## config.mk

```make
export PLATFORM = sky130hd
export DESIGN_NAME = tape_stop_read_position
export DESIGN_NICKNAME = d
export VERILOG_FILES = /design/src/design/tsrp_pkg.sv /design/src/design/tsrp_ctrl.sv /design/src/design/tsrp_dp.sv /design/src/design/tape_stop_read_position.sv
export SDC_FILE = /design/constraint.sdc
export NUM_CORES = 1
export LEC_CHECK = 0
export BUFFER_PORTS_ARGS = -buffer_cell sky130_fd_sc_hd__buf_2
export CAP_MARGIN = 20
export CORE_ASPECT_RATIO = 1.5
export CORE_MARGIN = 2
export CORE_UTILIZATION = 55
export CTS_BUF_LIST = sky130_fd_sc_hd__clkbuf_4 sky130_fd_sc_hd__clkbuf_8 sky130_fd_sc_hd__clkbuf_16
export DETAILED_ROUTE_END_ITERATION = 12
export GPL_TIMING_DRIVEN = 1
export PLACE_DENSITY = 0.71
export SYNTH_ARGS = -nofsm -noshare
export SYNTH_HDL_FRONTEND = slang
export SYNTH_SLANG_ARGS = --single-unit
export TNS_END_PERCENT = 50
```

## constraint.sdc

```tcl
create_clock -name clk -period 20 [get_ports clk]
set_input_delay 1 -clock clk [delete_from_list [all_inputs] [get_ports clk]]
set_output_delay 1 -clock clk [all_outputs]
set_load 0.01 [all_outputs]
```

## src/design/tsrp_pkg.sv

```systemverilog
// Package for the tape stop read position block.
// Holds the field widths, the register and curve codes and the command and
// status types between the controller and the datapath. Depends on nothing.
package tsrp_pkg;

	localparam int POS_W        = 32;
	localparam int WHOLE_W      = 33;
	localparam int OUT_FRAC_W   = 16;
	localparam int START_W      = 34;
	localparam int CFG_DUR_W    = 21;
	localparam int CURVE_W      = 2;
	localparam int CFG_IDX_W    = 1;
	localparam int CFG_DATA_W   = 21;

	localparam int FRAC_BITS_DEF    = 16;
	localparam int MAX_DURATION_DEF = 1048576;
	localparam int DUR_RESET        = 48000;

	localparam logic [CFG_IDX_W-1:0] REG_DURATION = 1'b0;
	localparam logic [CFG_IDX_W-1:0] REG_CURVE    = 1'b1;

	localparam logic [CURVE_W-1:0] CURVE_LINEAR = 2'd0;
	localparam logic [CURVE_W-1:0] CURVE_SQUARE = 2'd1;
	localparam logic [CURVE_W-1:0] CURVE_ROOT   = 2'd2;

	// Commands from the controller to the datapath.
	typedef struct packed {
		logic load;
		logic div_step;
		logic mul;
		logic root_init;
		logic root_step;
		logic finish;
	} tsrp_cmd_t;

	// Status from the datapath to the controller.
	typedef struct packed {
		logic curve_sq;
		logic curve_rt;
	} tsrp_stat_t;

endpackage

```

## src/design/tsrp_ctrl.sv

```systemverilog
// Controller of the tape stop read position block.
// Sequences the divider, the multiplier and the square root steps and owns
// the request handshakes. Depends on tsrp_pkg.
module tsrp_ctrl #(
	parameter int FRAC_BITS = tsrp_pkg::FRAC_BITS_DEF
) (
	input  logic                 clk,
	input  logic                 arst_n,
	input  logic                 in_valid,
	output logic                 in_stall,
	output logic                 out_valid,
	input  logic                 out_stall,
	input  tsrp_pkg::tsrp_stat_t stat,
	output tsrp_pkg::tsrp_cmd_t  cmd
);

	localparam int SCW = $clog2(FRAC_BITS + 2);

	typedef enum logic [5:0] {
		S_IDLE  = 6'b000001,
		S_DIV   = 6'b000010,
		S_MUL   = 6'b000100,
		S_RINIT = 6'b001000,
		S_ROOT  = 6'b010000,
		S_DONE  = 6'b100000
	} state_t;

	state_t         state_q, state_d;
	logic [SCW-1:0] step_q, step_d;
	logic           out_valid_q;
	logic           out_free;

	assign out_free  = !out_valid_q || !out_stall;
	assign in_stall  = (state_q != S_IDLE);
	assign out_valid = out_valid_q;

	always_comb begin
		state_d = state_q;
		step_d  = step_q;
		cmd     = '0;
		case (state_q)
			S_IDLE: begin
				if (in_valid) begin
					cmd.load = 1'b1;
					step_d   = '0;
					state_d  = S_DIV;
				end
			end
			S_DIV: begin
				cmd.div_step = 1'b1;
				step_d       = step_q + SCW'(1);
				if (step_q == SCW'(FRAC_BITS - 1)) begin
					step_d = '0;
					if (stat.curve_sq)
						state_d = S_MUL;
					else if (stat.curve_rt)
						state_d = S_RINIT;
					else
						state_d = S_DONE;
				end
			end
			S_MUL: begin
				cmd.mul = 1'b1;
				state_d = S_DONE;
			end
			S_RINIT: begin
				cmd.root_init = 1'b1;
				state_d       = S_ROOT;
			end
			S_ROOT: begin
				cmd.root_step = 1'b1;
				step_d        = step_q + SCW'(1);
				if (step_q == SCW'(FRAC_BITS))
					state_d = S_DONE;
			end
			S_DONE: begin
				if (out_free) begin
					cmd.finish = 1'b1;
					state_d    = S_IDLE;
				end
			end
			default: begin
				state_d = S_IDLE;
			end
		endcase
	end

	always_ff @(posedge clk or negedge arst_n) begin
		if (!arst_n) begin
			state_q     <= S_IDLE;
			step_q      <= '0;
			out_valid_q <= 1'b0;
		end else begin
			state_q <= state_d;
			step_q  <= step_d;
			if (cmd.finish)
				out_valid_q <= 1'b1;
			else if (!out_stall)
				out_valid_q <= 1'b0;
		end
	end

endmodule

```

## src/design/tsrp_dp.sv

```systemverilog
// Datapath of the tape stop read position block.
// Holds the configuration and cycle state, the restoring divider, the
// squaring multiplier, the square root unit and the result register.
// Depends on tsrp_pkg.
module tsrp_dp #(
	parameter int FRAC_BITS    = tsrp_pkg::FRAC_BITS_DEF,
	parameter int MAX_DURATION = tsrp_pkg::MAX_DURATION_DEF
) (
	input  logic                                   clk,
	input  logic                                   arst_n,
	input  logic                                   cfg_we,
	input  logic [tsrp_pkg::CFG_IDX_W-1:0]         cfg_index,
	input  logic [tsrp_pkg::CFG_DATA_W-1:0]        cfg_data,
	input  logic [tsrp_pkg::POS_W-1:0]             write_position,
	input  tsrp_pkg::tsrp_cmd_t                    cmd,
	output tsrp_pkg::tsrp_stat_t                   stat,
	output logic signed [tsrp_pkg::WHOLE_W-1:0]    read_whole,
	output logic [tsrp_pkg::OUT_FRAC_W-1:0]        read_fraction,
	output logic                                   cycle_restart
);

	localparam int F   = FRAC_BITS;
	localparam int DW  = $clog2(MAX_DURATION + 1);
	localparam int EW  = (DW > tsrp_pkg::CFG_DUR_W) ? DW : tsrp_pkg::CFG_DUR_W;
	localparam int PW  = DW + F;
	localparam int SW  = tsrp_pkg::START_W;
	localparam int OFW = tsrp_pkg::OUT_FRAC_W;

	// Zero acts as one, and anything above the maximum saturates.
	function automatic logic [DW-1:0] clamp_dur(input logic [tsrp_pkg::CFG_DUR_W-1:0] v);
		logic [EW-1:0] ve;
		logic [EW-1:0] lim;
		ve  = EW'(v);
		lim = EW'(MAX_DURATION);
		if (ve == '0)
			ve = EW'(1);
		else if (ve > lim)
			ve = lim;
		return ve[DW-1:0];
	endfunction

	logic [DW-1:0]                 dur_q;
	logic [tsrp_pkg::CURVE_W-1:0]  curve_q;
	logic                          anchored_q;
	logic [SW-1:0]                 start_q;
	logic [PW-1:0]                 phase_q;
	logic [DW-1:0]                 count_q;
	logic                          restart_q;

	logic [DW-1:0]                 rem_q;
	logic [F-1:0]                  quo_q;
	logic [2*F+1:0]                prod_q;
	logic [2*F+1:0]                rad_q;
	logic [F+2:0]                  srem_q;
	logic [F:0]                    root_q;

	logic [tsrp_pkg::WHOLE_W-1:0]  whole_q;
	logic [OFW-1:0]                frac_q;
	logic                          restart_out_q;

	logic                          restart;
	logic [DW:0]                   rem2, dur_x, rem_diff;
	logic                          div_ge;
	logic [F:0]                    r_val;
	logic [F+2:0]                  srem_ext, trial, srem_diff;
	logic                          root_ge;
	logic [F:0]                    speed;
	logic [SW-1:0]                 whole_sum;
	logic [OFW-1:0]                frac_val;

	assign stat.curve_sq = (curve_q == tsrp_pkg::CURVE_SQUARE);
	assign stat.curve_rt = (curve_q == tsrp_pkg::CURVE_ROOT);

	assign restart = !anchored_q || (count_q >= dur_q);

	// One bit of count / duration per step; the count is always below the
	// duration here, so the quotient has only fraction bits.
	assign rem2     = {rem_q, 1'b0};
	assign dur_x    = {1'b0, dur_q};
	assign rem_diff = rem2 - dur_x;
	assign div_ge   = (rem2 >= dur_x);

	assign r_val = (F+1)'(1 << F) - {1'b0, quo_q};

	// Square root, two radicand bits per step.
	assign srem_ext  = {srem_q[F:0], rad_q[2*F+1:2*F]};
	assign trial     = {root_q, 2'b01};
	assign srem_diff = srem_ext - trial;
	assign root_ge   = (srem_ext >= trial);

	always_comb begin
		case (curve_q)
			tsrp_pkg::CURVE_SQUARE: speed = prod_q[2*F:F];
			tsrp_pkg::CURVE_ROOT:   speed = root_q;
			default:                speed = r_val;
		endcase
	end

	// The phase is never negative, so the floor of the read position is the
	// start plus the whole part of the phase.
	assign whole_sum = start_q + SW'(phase_q[PW-1:F]);

	generate
		if (F >= OFW) begin : g_frac_trunc
			assign frac_val = phase_q[F-1 -: OFW];
		end else begin : g_frac_pad
			assign frac_val = {phase_q[F-1:0], {(OFW-F){1'b0}}};
		end
	endgenerate

	always_ff @(posedge clk or negedge arst_n) begin
		if (!arst_n) begin
			dur_q      <= clamp_dur(tsrp_pkg::CFG_DUR_W'(tsrp_pkg::DUR_RESET));
			curve_q    <= tsrp_pkg::CURVE_LINEAR;
			anchored_q <= 1'b0;
			start_q    <= '0;
			phase_q    <= '0;
			count_q    <= '0;
		end else begin
			if (cfg_we) begin
				case (cfg_index)
					tsrp_pkg::REG_DURATION:
						dur_q <= clamp_dur(cfg_data[tsrp_pkg::CFG_DUR_W-1:0]);
					tsrp_pkg::REG_CURVE:
						curve_q <= cfg_data[tsrp_pkg::CURVE_W-1:0];
					default: begin
					end
				endcase
			end
			if (cmd.load && restart) begin
				start_q    <= {{(SW-tsrp_pkg::POS_W){1'b0}}, write_position} - SW'(dur_q);
				phase_q    <= '0;
				count_q    <= '0;
				anchored_q <= 1'b1;
			end else if (cmd.finish) begin
				phase_q <= phase_q + PW'(speed);
				count_q <= count_q + DW'(1);
			end
		end
	end

	always_ff @(posedge clk) begin
		if (cmd.load) begin
			restart_q <= restart;
			rem_q     <= restart ? '0 : count_q;
			quo_q     <= '0;
		end else if (cmd.div_step) begin
			rem_q <= div_ge ? rem_diff[DW-1:0] : rem2[DW-1:0];
			quo_q <= {quo_q[F-2:0], div_ge};
		end
		if (cmd.mul)
			prod_q <= (2*F+2)'(r_val * r_val);
		if (cmd.root_init) begin
			rad_q  <= (2*F+2)'({r_val, {F{1'b0}}});
			srem_q <= '0;
			root_q <= '0;
		end else if (cmd.root_step) begin
			rad_q  <= {rad_q[2*F-1:0], 2'b00};
			srem_q <= root_ge ? srem_diff : srem_ext;
			root_q <= {root_q[F-1:0], root_ge};
		end
		if (cmd.finish) begin
			whole_q       <= whole_sum[tsrp_pkg::WHOLE_W-1:0];
			frac_q        <= frac_val;
			restart_out_q <= restart_q;
		end
	end

	assign read_whole    = $signed(whole_q);
	assign read_fraction = frac_q;
	assign cycle_restart = restart_out_q;

endmodule

```

## src/design/tape_stop_read_position.sv

```systemverilog
// Top level of the tape stop read position block.
// Joins the controller and the datapath. Depends on tsrp_pkg, tsrp_ctrl, tsrp_dp.
//
// Usage: each input request is one audio sample tick carrying the capture
// buffer write position; each tick gives exactly one output request with the
// read position (signed whole part, 16-bit fraction) and a restart flag.
// Both channels use valid and stall. One tick is worked on at a time: in_stall
// is high from the cycle after an accept until the result has been loaded into
// the output register. The divider gives one quotient bit per cycle; the square
// root unit adds a setup state and then two radicand bits per cycle, and the
// squared curve adds a multiply state. A new tick can be accepted in the cycle
// in which out_valid first goes high. The result waits in the output register
// while out_stall is high, and the next tick is taken and worked on meanwhile;
// it only waits at the end if the register is still full. Reset clears the
// cycle state, so the first tick re-anchors, and sets the duration to 48000
// samples and the linear curve. Configuration is written through cfg_we,
// cfg_index and cfg_data while idle; the block itself does not enforce this.
module tape_stop_read_position #(
	parameter int FRAC_BITS    = tsrp_pkg::FRAC_BITS_DEF,
	parameter int MAX_DURATION = tsrp_pkg::MAX_DURATION_DEF
) (
	input  logic                                clk,
	input  logic                                arst_n,
	input  logic                                cfg_we,
	input  logic [tsrp_pkg::CFG_IDX_W-1:0]      cfg_index,
	input  logic [tsrp_pkg::CFG_DATA_W-1:0]     cfg_data,
	input  logic                                in_valid,
	output logic                                in_stall,
	input  logic [tsrp_pkg::POS_W-1:0]          write_position,
	output logic                                out_valid,
	input  logic                                out_stall,
	output logic signed [tsrp_pkg::WHOLE_W-1:0] read_whole,
	output logic [tsrp_pkg::OUT_FRAC_W-1:0]     read_fraction,
	output logic                                cycle_restart
);

	tsrp_pkg::tsrp_cmd_t  cmd;
	tsrp_pkg::tsrp_stat_t stat;

	tsrp_ctrl #(
		.FRAC_BITS(FRAC_BITS)
	) u_ctrl (
		.clk      (clk),
		.arst_n   (arst_n),
		.in_valid (in_valid),
		.in_stall (in_stall),
		.out_valid(out_valid),
		.out_stall(out_stall),
		.stat     (stat),
		.cmd      (cmd)
	);

	tsrp_dp #(
		.FRAC_BITS   (FRAC_BITS),
		.MAX_DURATION(MAX_DURATION)
	) u_dp (
		.clk           (clk),
		.arst_n        (arst_n),
		.cfg_we        (cfg_we),
		.cfg_index     (cfg_index),
		.cfg_data      (cfg_data),
		.write_position(write_position),
		.cmd           (cmd),
		.stat          (stat),
		.read_whole    (read_whole),
		.read_fraction (read_fraction),
		.cycle_restart (cycle_restart)
	);

endmodule

```

Word-level counts from Yosys, hierarchy flattened
Cells that the tools add are included.
Word-level totals
  register bits after elaboration: 300
  bits of input ports: 59
  output and inout port bits: 52
  word-level logic and storage cells: 99
Operators by class
  $add $sub $neg: 8
  multipliers: 1
  $lt $le $gt $ge: 4
  equal/unequal tests: 16
  muxes and demuxes: 34
  bitwise logic cells: 1
  reduce and logical (&&, ||, !) cells: 15
Operator list (number)
  $mux W21: 8
  $mux W37: 2
  $mux W33: 2
  $add A37 B17 Y37: 1
  $mux W6: 6
  $pmux W6 S6: 1
  $pmux W17 S2: 1
  $add A33 B21 Y33: 1
  $mul A17 B17 Y33: 1
  $sub A32 B21 Y33: 1
  $ge A22 B21 Y1: 1
  $add A21 B1 Y21 const B: 1
  $ge A21 B21 Y1: 1
  $gt A21 B21 Y1 const B: 1
  $logic_not A21 Y1: 1
  $sub A21 B21 Y21: 1
  $ge A19 B19 Y1: 1
  $mux W17: 1
  $sub A17 B16 Y17 const A: 1
  $sub A17 B17 Y17: 1
  $pmux W5 S3: 1
  $mux W1: 10
  $mux W5: 2
  $ne A2 B1 Y1 const B: 4
  other kinds (21): 28

Logic depth before layout (Yosys ltp)
  depth after elaboration: 6
  gate-level depth with buffers: 32
  depth with buffers taken out: 30

Modules after synthesis
From an unflattened synthesis, not the netlist that was laid out.
Unflattened totals
  cells, all modules: 2599
  area total of the unflattened synthesis: 24856.3 um^2
By module, submodules not included
  tsrp_dp: instances 1, cells each 2521, area an instance 24123.1 um^2, sequential area each 7090.6 um^2
  tsrp_ctrl: instances 1, cells each 78, area an instance 733.2 um^2, sequential area each 301.5 um^2

Worst setup path before layout
No wires, ideal clock.
  path kind: register to register
  start: register u_dp.quo_q[3]
  end: register u_dp.prod_q[32] (data pin)
  data arrival time: 7477 ps
  required time: 19740 ps
  path slack: 12263 ps
  stages on the path, launching flop included: 29
  path through: dfxtp_1 > clkbuf_1 > or4_1 > nor4_1 > nand3_1 > or3_1 > xnor2_2 > inv_1 > clkbuf_1 > nand2_1 > fa_1 > inv_1 > fa_1 > fa_1 > fa_1 > fa_1 > inv_1 > fa_1 > inv_1 > ha_1 > a21oi_1 > o21ai_0 > nor3_1 > nor2_1 > a31oi_1 > o211ai_1 > a21oi_1 > o21bai_1 > xnor2_1
Between the ends
  longest elaborated chain between the ends: 2
RTL lines
  start, declared: line tsrp_dp.sv:51  | logic [F-1:0] quo_q;
  start signal, assigned: line tsrp_dp.sv:149  | quo_q <= {quo_q[F-2:0], div_ge};
  $sub A17 B16 Y17: line tsrp_dp.sv:83  | assign r_val = (F+1)'(1 << F) - {1'b0, quo_q};
  $mul A17 B17 Y33: line tsrp_dp.sv:152  | prod_q <= (2*F+2)'(r_val * r_val);
  end signal, assigned: line tsrp_dp.sv:152
  end, declared: line tsrp_dp.sv:52  | logic [2*F+1:0] prod_q;
Every way passes these cells.
A chain may end at the register's enable or synchronous reset.

Final worst setup path
  start: register u_dp.quo_q[0]
  end: register u_dp.prod_q[32] (data pin)
The elaborated chain is that of the path after synthesis.

==> results by group <==
Run status
  • Status: completed

Clocking
  • CTS max path bufs: 3
  • Worst-Skew Late Latency: 0.58 ns
  • Clk sink count: 284
  • Post-CTS setup buffer count: 0
  • Clock slew at reported path FFs: 0.07 ns
  • H-Tree Depth: 1
  • CTS Buf Count: 29
  • TritonCTS clock tree: built
  • CTS root buf: clkbuf_16
  • Post-CTS sizing: 0
  • Cts hold-fix bufs: 0

Routing
  • DRC errors left: 0
  • Vias/cell: 5.797
  • DRT antenna net count: 0
  • Starting DRT DRC Count: 1297
  • Drt total wl: 62360 um
  • Via count: 19320
  • Detailed Routing Iterations Pass 1: 8
  • Wire per inst: 18.71 um

GRT
  • First-pass GRT wire length: 99720 um
  • Vias in the first global route: 19830
  • Grt ovf: 0
  • Gr usage total: 0.2724
  • Largest net degree at the start of global routing: 76
  • Initial antenna violation count: 2

Worst setup path
  • CP startpoint kind: flop
  • CP peak stage delay: 0.68 ns
  • CP Capture Type: flop
  • WS Path Type: reg2reg
  • Slowest CP cell: dfxtp_1
  • R2R cell count: 29
  • Required time of the critical path: 20.33 ns
  • Crit-path most repeated cell: inv_1
  • Largest fanout on the critical path: 13
  • Arrival time at the worst endpoint: 9.26 ns

Finish
  • Layout area overhead: 9.553%
  • Fraction of layout cells with a size suffix above 1: 0.08348
  • Commonest cells after routing, fill and taps aside: inv_1 (338), nand2_1 (296), ha_1 (230)
  • Fillers: 3678
  • Design area: 0.02672 sq mm
  • Layout Nets: 3216
  • Leading cell type in the layout, fill and taps excluded: inv_1

Placement
  • Gpl congestion: 0.9169
  • Port Buffers: 110
  • Detailed Place HPWL: 48680 um
  • Pre-CTS setup slack: 11.20 ns
  • Area after DPL: 0.02564 sq mm

Floorplan
  • # rows: 94
  • Initial cell density of the core: 0.5559
  • Die footprint: 0.04608 sq mm
  • Die Y: 261.9 um
  • IO Pins: 111
  • Die X: 175.9 um
  • Core Region: 0.04387 sq mm

Logic synthesis
  • Avg Cell Area, Syn: 9.276 sq um
  • Post-Syn Instances: 2629
  • Synth area leader: fa_1
  • Distinct cells, synth: 76
  • Top cells by area, synth: fa_1 (16%), edfxtp_1 (13%), dfrtp_1 (12%)
  • Top FF cell, synth: dfrtp_1
  • Post-synth top area share: 0.1601
  • Yosys warns: 0
  • Post-synth EDFFs: 106
  • Register bit total from synthesis: 284
  • Synth async-reset ratio: 0.4472
  • Register area share after synthesis: 0.3031
  • Mapped cell area: 0.02439 sq mm

STA
  • Clock Skew: 0.02176 ns
  • Worst hold slack: 0.4091 ns
  • Fin crit share: 0.4463
  • RSZ-0062 raised after global routing: no
  • Final setup viols: 0
  • Relative slew slack: 0.2406
  • Sum Neg Setup Slack: 0 ns
  • Hold Vio Cnt, Final: 0
  • Slew Viols, Final: 0
  • Worst setup margin: 11.07 ns
  • Fmax: 0.1120 GHz
  • Tmin final: 8.925 ns
  • Worst Tran Pin Value: 1.131 ns

Run
  • Maximum capacitance violations: 0

Hold path
  • Path type of the worst min-delay path: in2async
final cells by class:
| type | instances | area (sq um) | share of cell area |
|---|---|---|---|
| diodes | 1 | 2.502 | 0.00009366 |
| clock buffers | 42 | 889.6 | 0.03330 |
| clock inverters | 12 | 110.1 | 0.004121 |
| inverters | 345 | 1295 | 0.04847 |
| multi-input cells | 1931 | 15460 | 0.5788 |
| flip-flops and latches | 284 | 7392 | 0.2767 |
| well taps | 576 | 720.7 | 0.02698 |
| repair buffers | 141 | 842.1 | 0.03152 |
logic make-up (layout without fill, tap and decap cells):
family,Yosys count,in the layout,share of synthesized area
simple gates,760,760,0.1431
xor+xnor,182,182,0.06567
other cells,2,13,0.0003079
compound gates,541,541,0.1393
buf+inv,424,540,0.06567
fa+ha+maj,426,426,0.2785
mux,10,10,0.004258
flops,284,284,0.3031
synth_stat cells, types with 6 or more instances:
| cell | n |
|---|---|
| nor3b_1 | 8 |
| a211oi_1 | 26 |
| nor4_1 | 15 |
| xor2_1 | 77 |
| mux2i_1 | 7 |
| edfxtp_1 | 106 |
| dfrtp_1 | 119 |
| clkbuf_1 | 75 |
| clkinv_1 | 6 |
| ha_1 | 230 |
| a21o_1 | 48 |
| nor2b_1 | 23 |
| nor2_1 | 218 |
| nand2b_1 | 35 |
| dfstp_2 | 8 |
| nand2_1 | 296 |
| or3_1 | 8 |
| o21bai_1 | 16 |
| nand4_1 | 26 |
| and4_1 | 6 |
| o21a_1 | 18 |
| fa_1 | 195 |
| xnor2_1 | 104 |
| o21ai_0 | 151 |
| nand3_1 | 34 |
| inv_1 | 338 |
| o211ai_1 | 11 |
| a21oi_1 | 140 |
| o22ai_1 | 19 |
| nor3_1 | 28 |
| a221oi_1 | 16 |
| a31oi_1 | 15 |
| o31ai_1 | 14 |
| a22o_1 | 28 |
| and2_1 | 20 |
| and3_1 | 18 |
| dfxtp_1 | 51 |
stage by stage:
stage | util | cells
floorplan | - | 2639
global placement | 0.5843 | 3273
detailed placement | 0.5845 | 3274
CTS | 0.6072 | 3328
global route | 0.6090 | 3331
finish | 0.6090 | 3332
critical path: cells and delay by family, from the launching register on:
kind / cells / cell delay (ns)
adders and majority gates: 8 / 3.58
buffers and inverters: 9 / 1.63
AOI/OAI and AO/OA: 7 / 1.61
and+or+nand+nor: 3 / 0.89
DFF: 1 / 0.68
xor gates and xnor gates: 2 / 0.31
worst paths after layout:
path	startpoint	endpoint	slack, ns
max in group asynchronous	arst_n	u_dp.start_q[32]$_DFFE_PN0P_	18.29
min reg2reg	u_dp.restart_q$_DFFE_PP_	u_dp.cycle_restart$_DFFE_PP_	0.43
max	u_dp.quo_q[0]$_SDFFE_PP0P_	u_dp.prod_q[32]$_DFFE_PP_	11.07
max reg2reg	u_dp.quo_q[0]$_SDFFE_PP0P_	u_dp.prod_q[32]$_DFFE_PP_	11.07
min	arst_n	u_dp.phase_q[20]$_DFFE_PN0P_	0.41
min in group clk	u_dp.restart_q$_DFFE_PP_	u_dp.cycle_restart$_DFFE_PP_	0.43
flip-flops by register name (all words and copies together) (netlist names):
register	flops
u_ctrl.state_q	6
u_dp.count_q	21
u_ctrl.step_q	5
u_dp.read_whole	33
u_dp.anchored_q	1
u_dp.srem_q	17
u_dp.phase_q	37
u_dp.curve_q	2
u_ctrl.out_valid	1
u_dp.root_q	17
u_dp.cycle_restart	1
u_dp.start_q	33
u_dp.rad_q	18
u_dp.dur_q	21
u_dp.rem_q	21
u_dp.prod_q	17
u_dp.restart_q	1
u_dp.read_fraction	16
u_dp.quo_q	16
layer usage:
| layer | routed length, um | GRT usage |
|---|---|---|
| met3 | 2826 | 0.02980 |
| met5 | 10 | 0 |
| met4 | 3952 | 0.1577 |
| met2 | 33020 | 0.5145 |
| met1 | 22550 | 0.2938 |
Power is not shown: default switching activity piles up to over one toggle a cycle in this logic, so the estimate is an artifact.
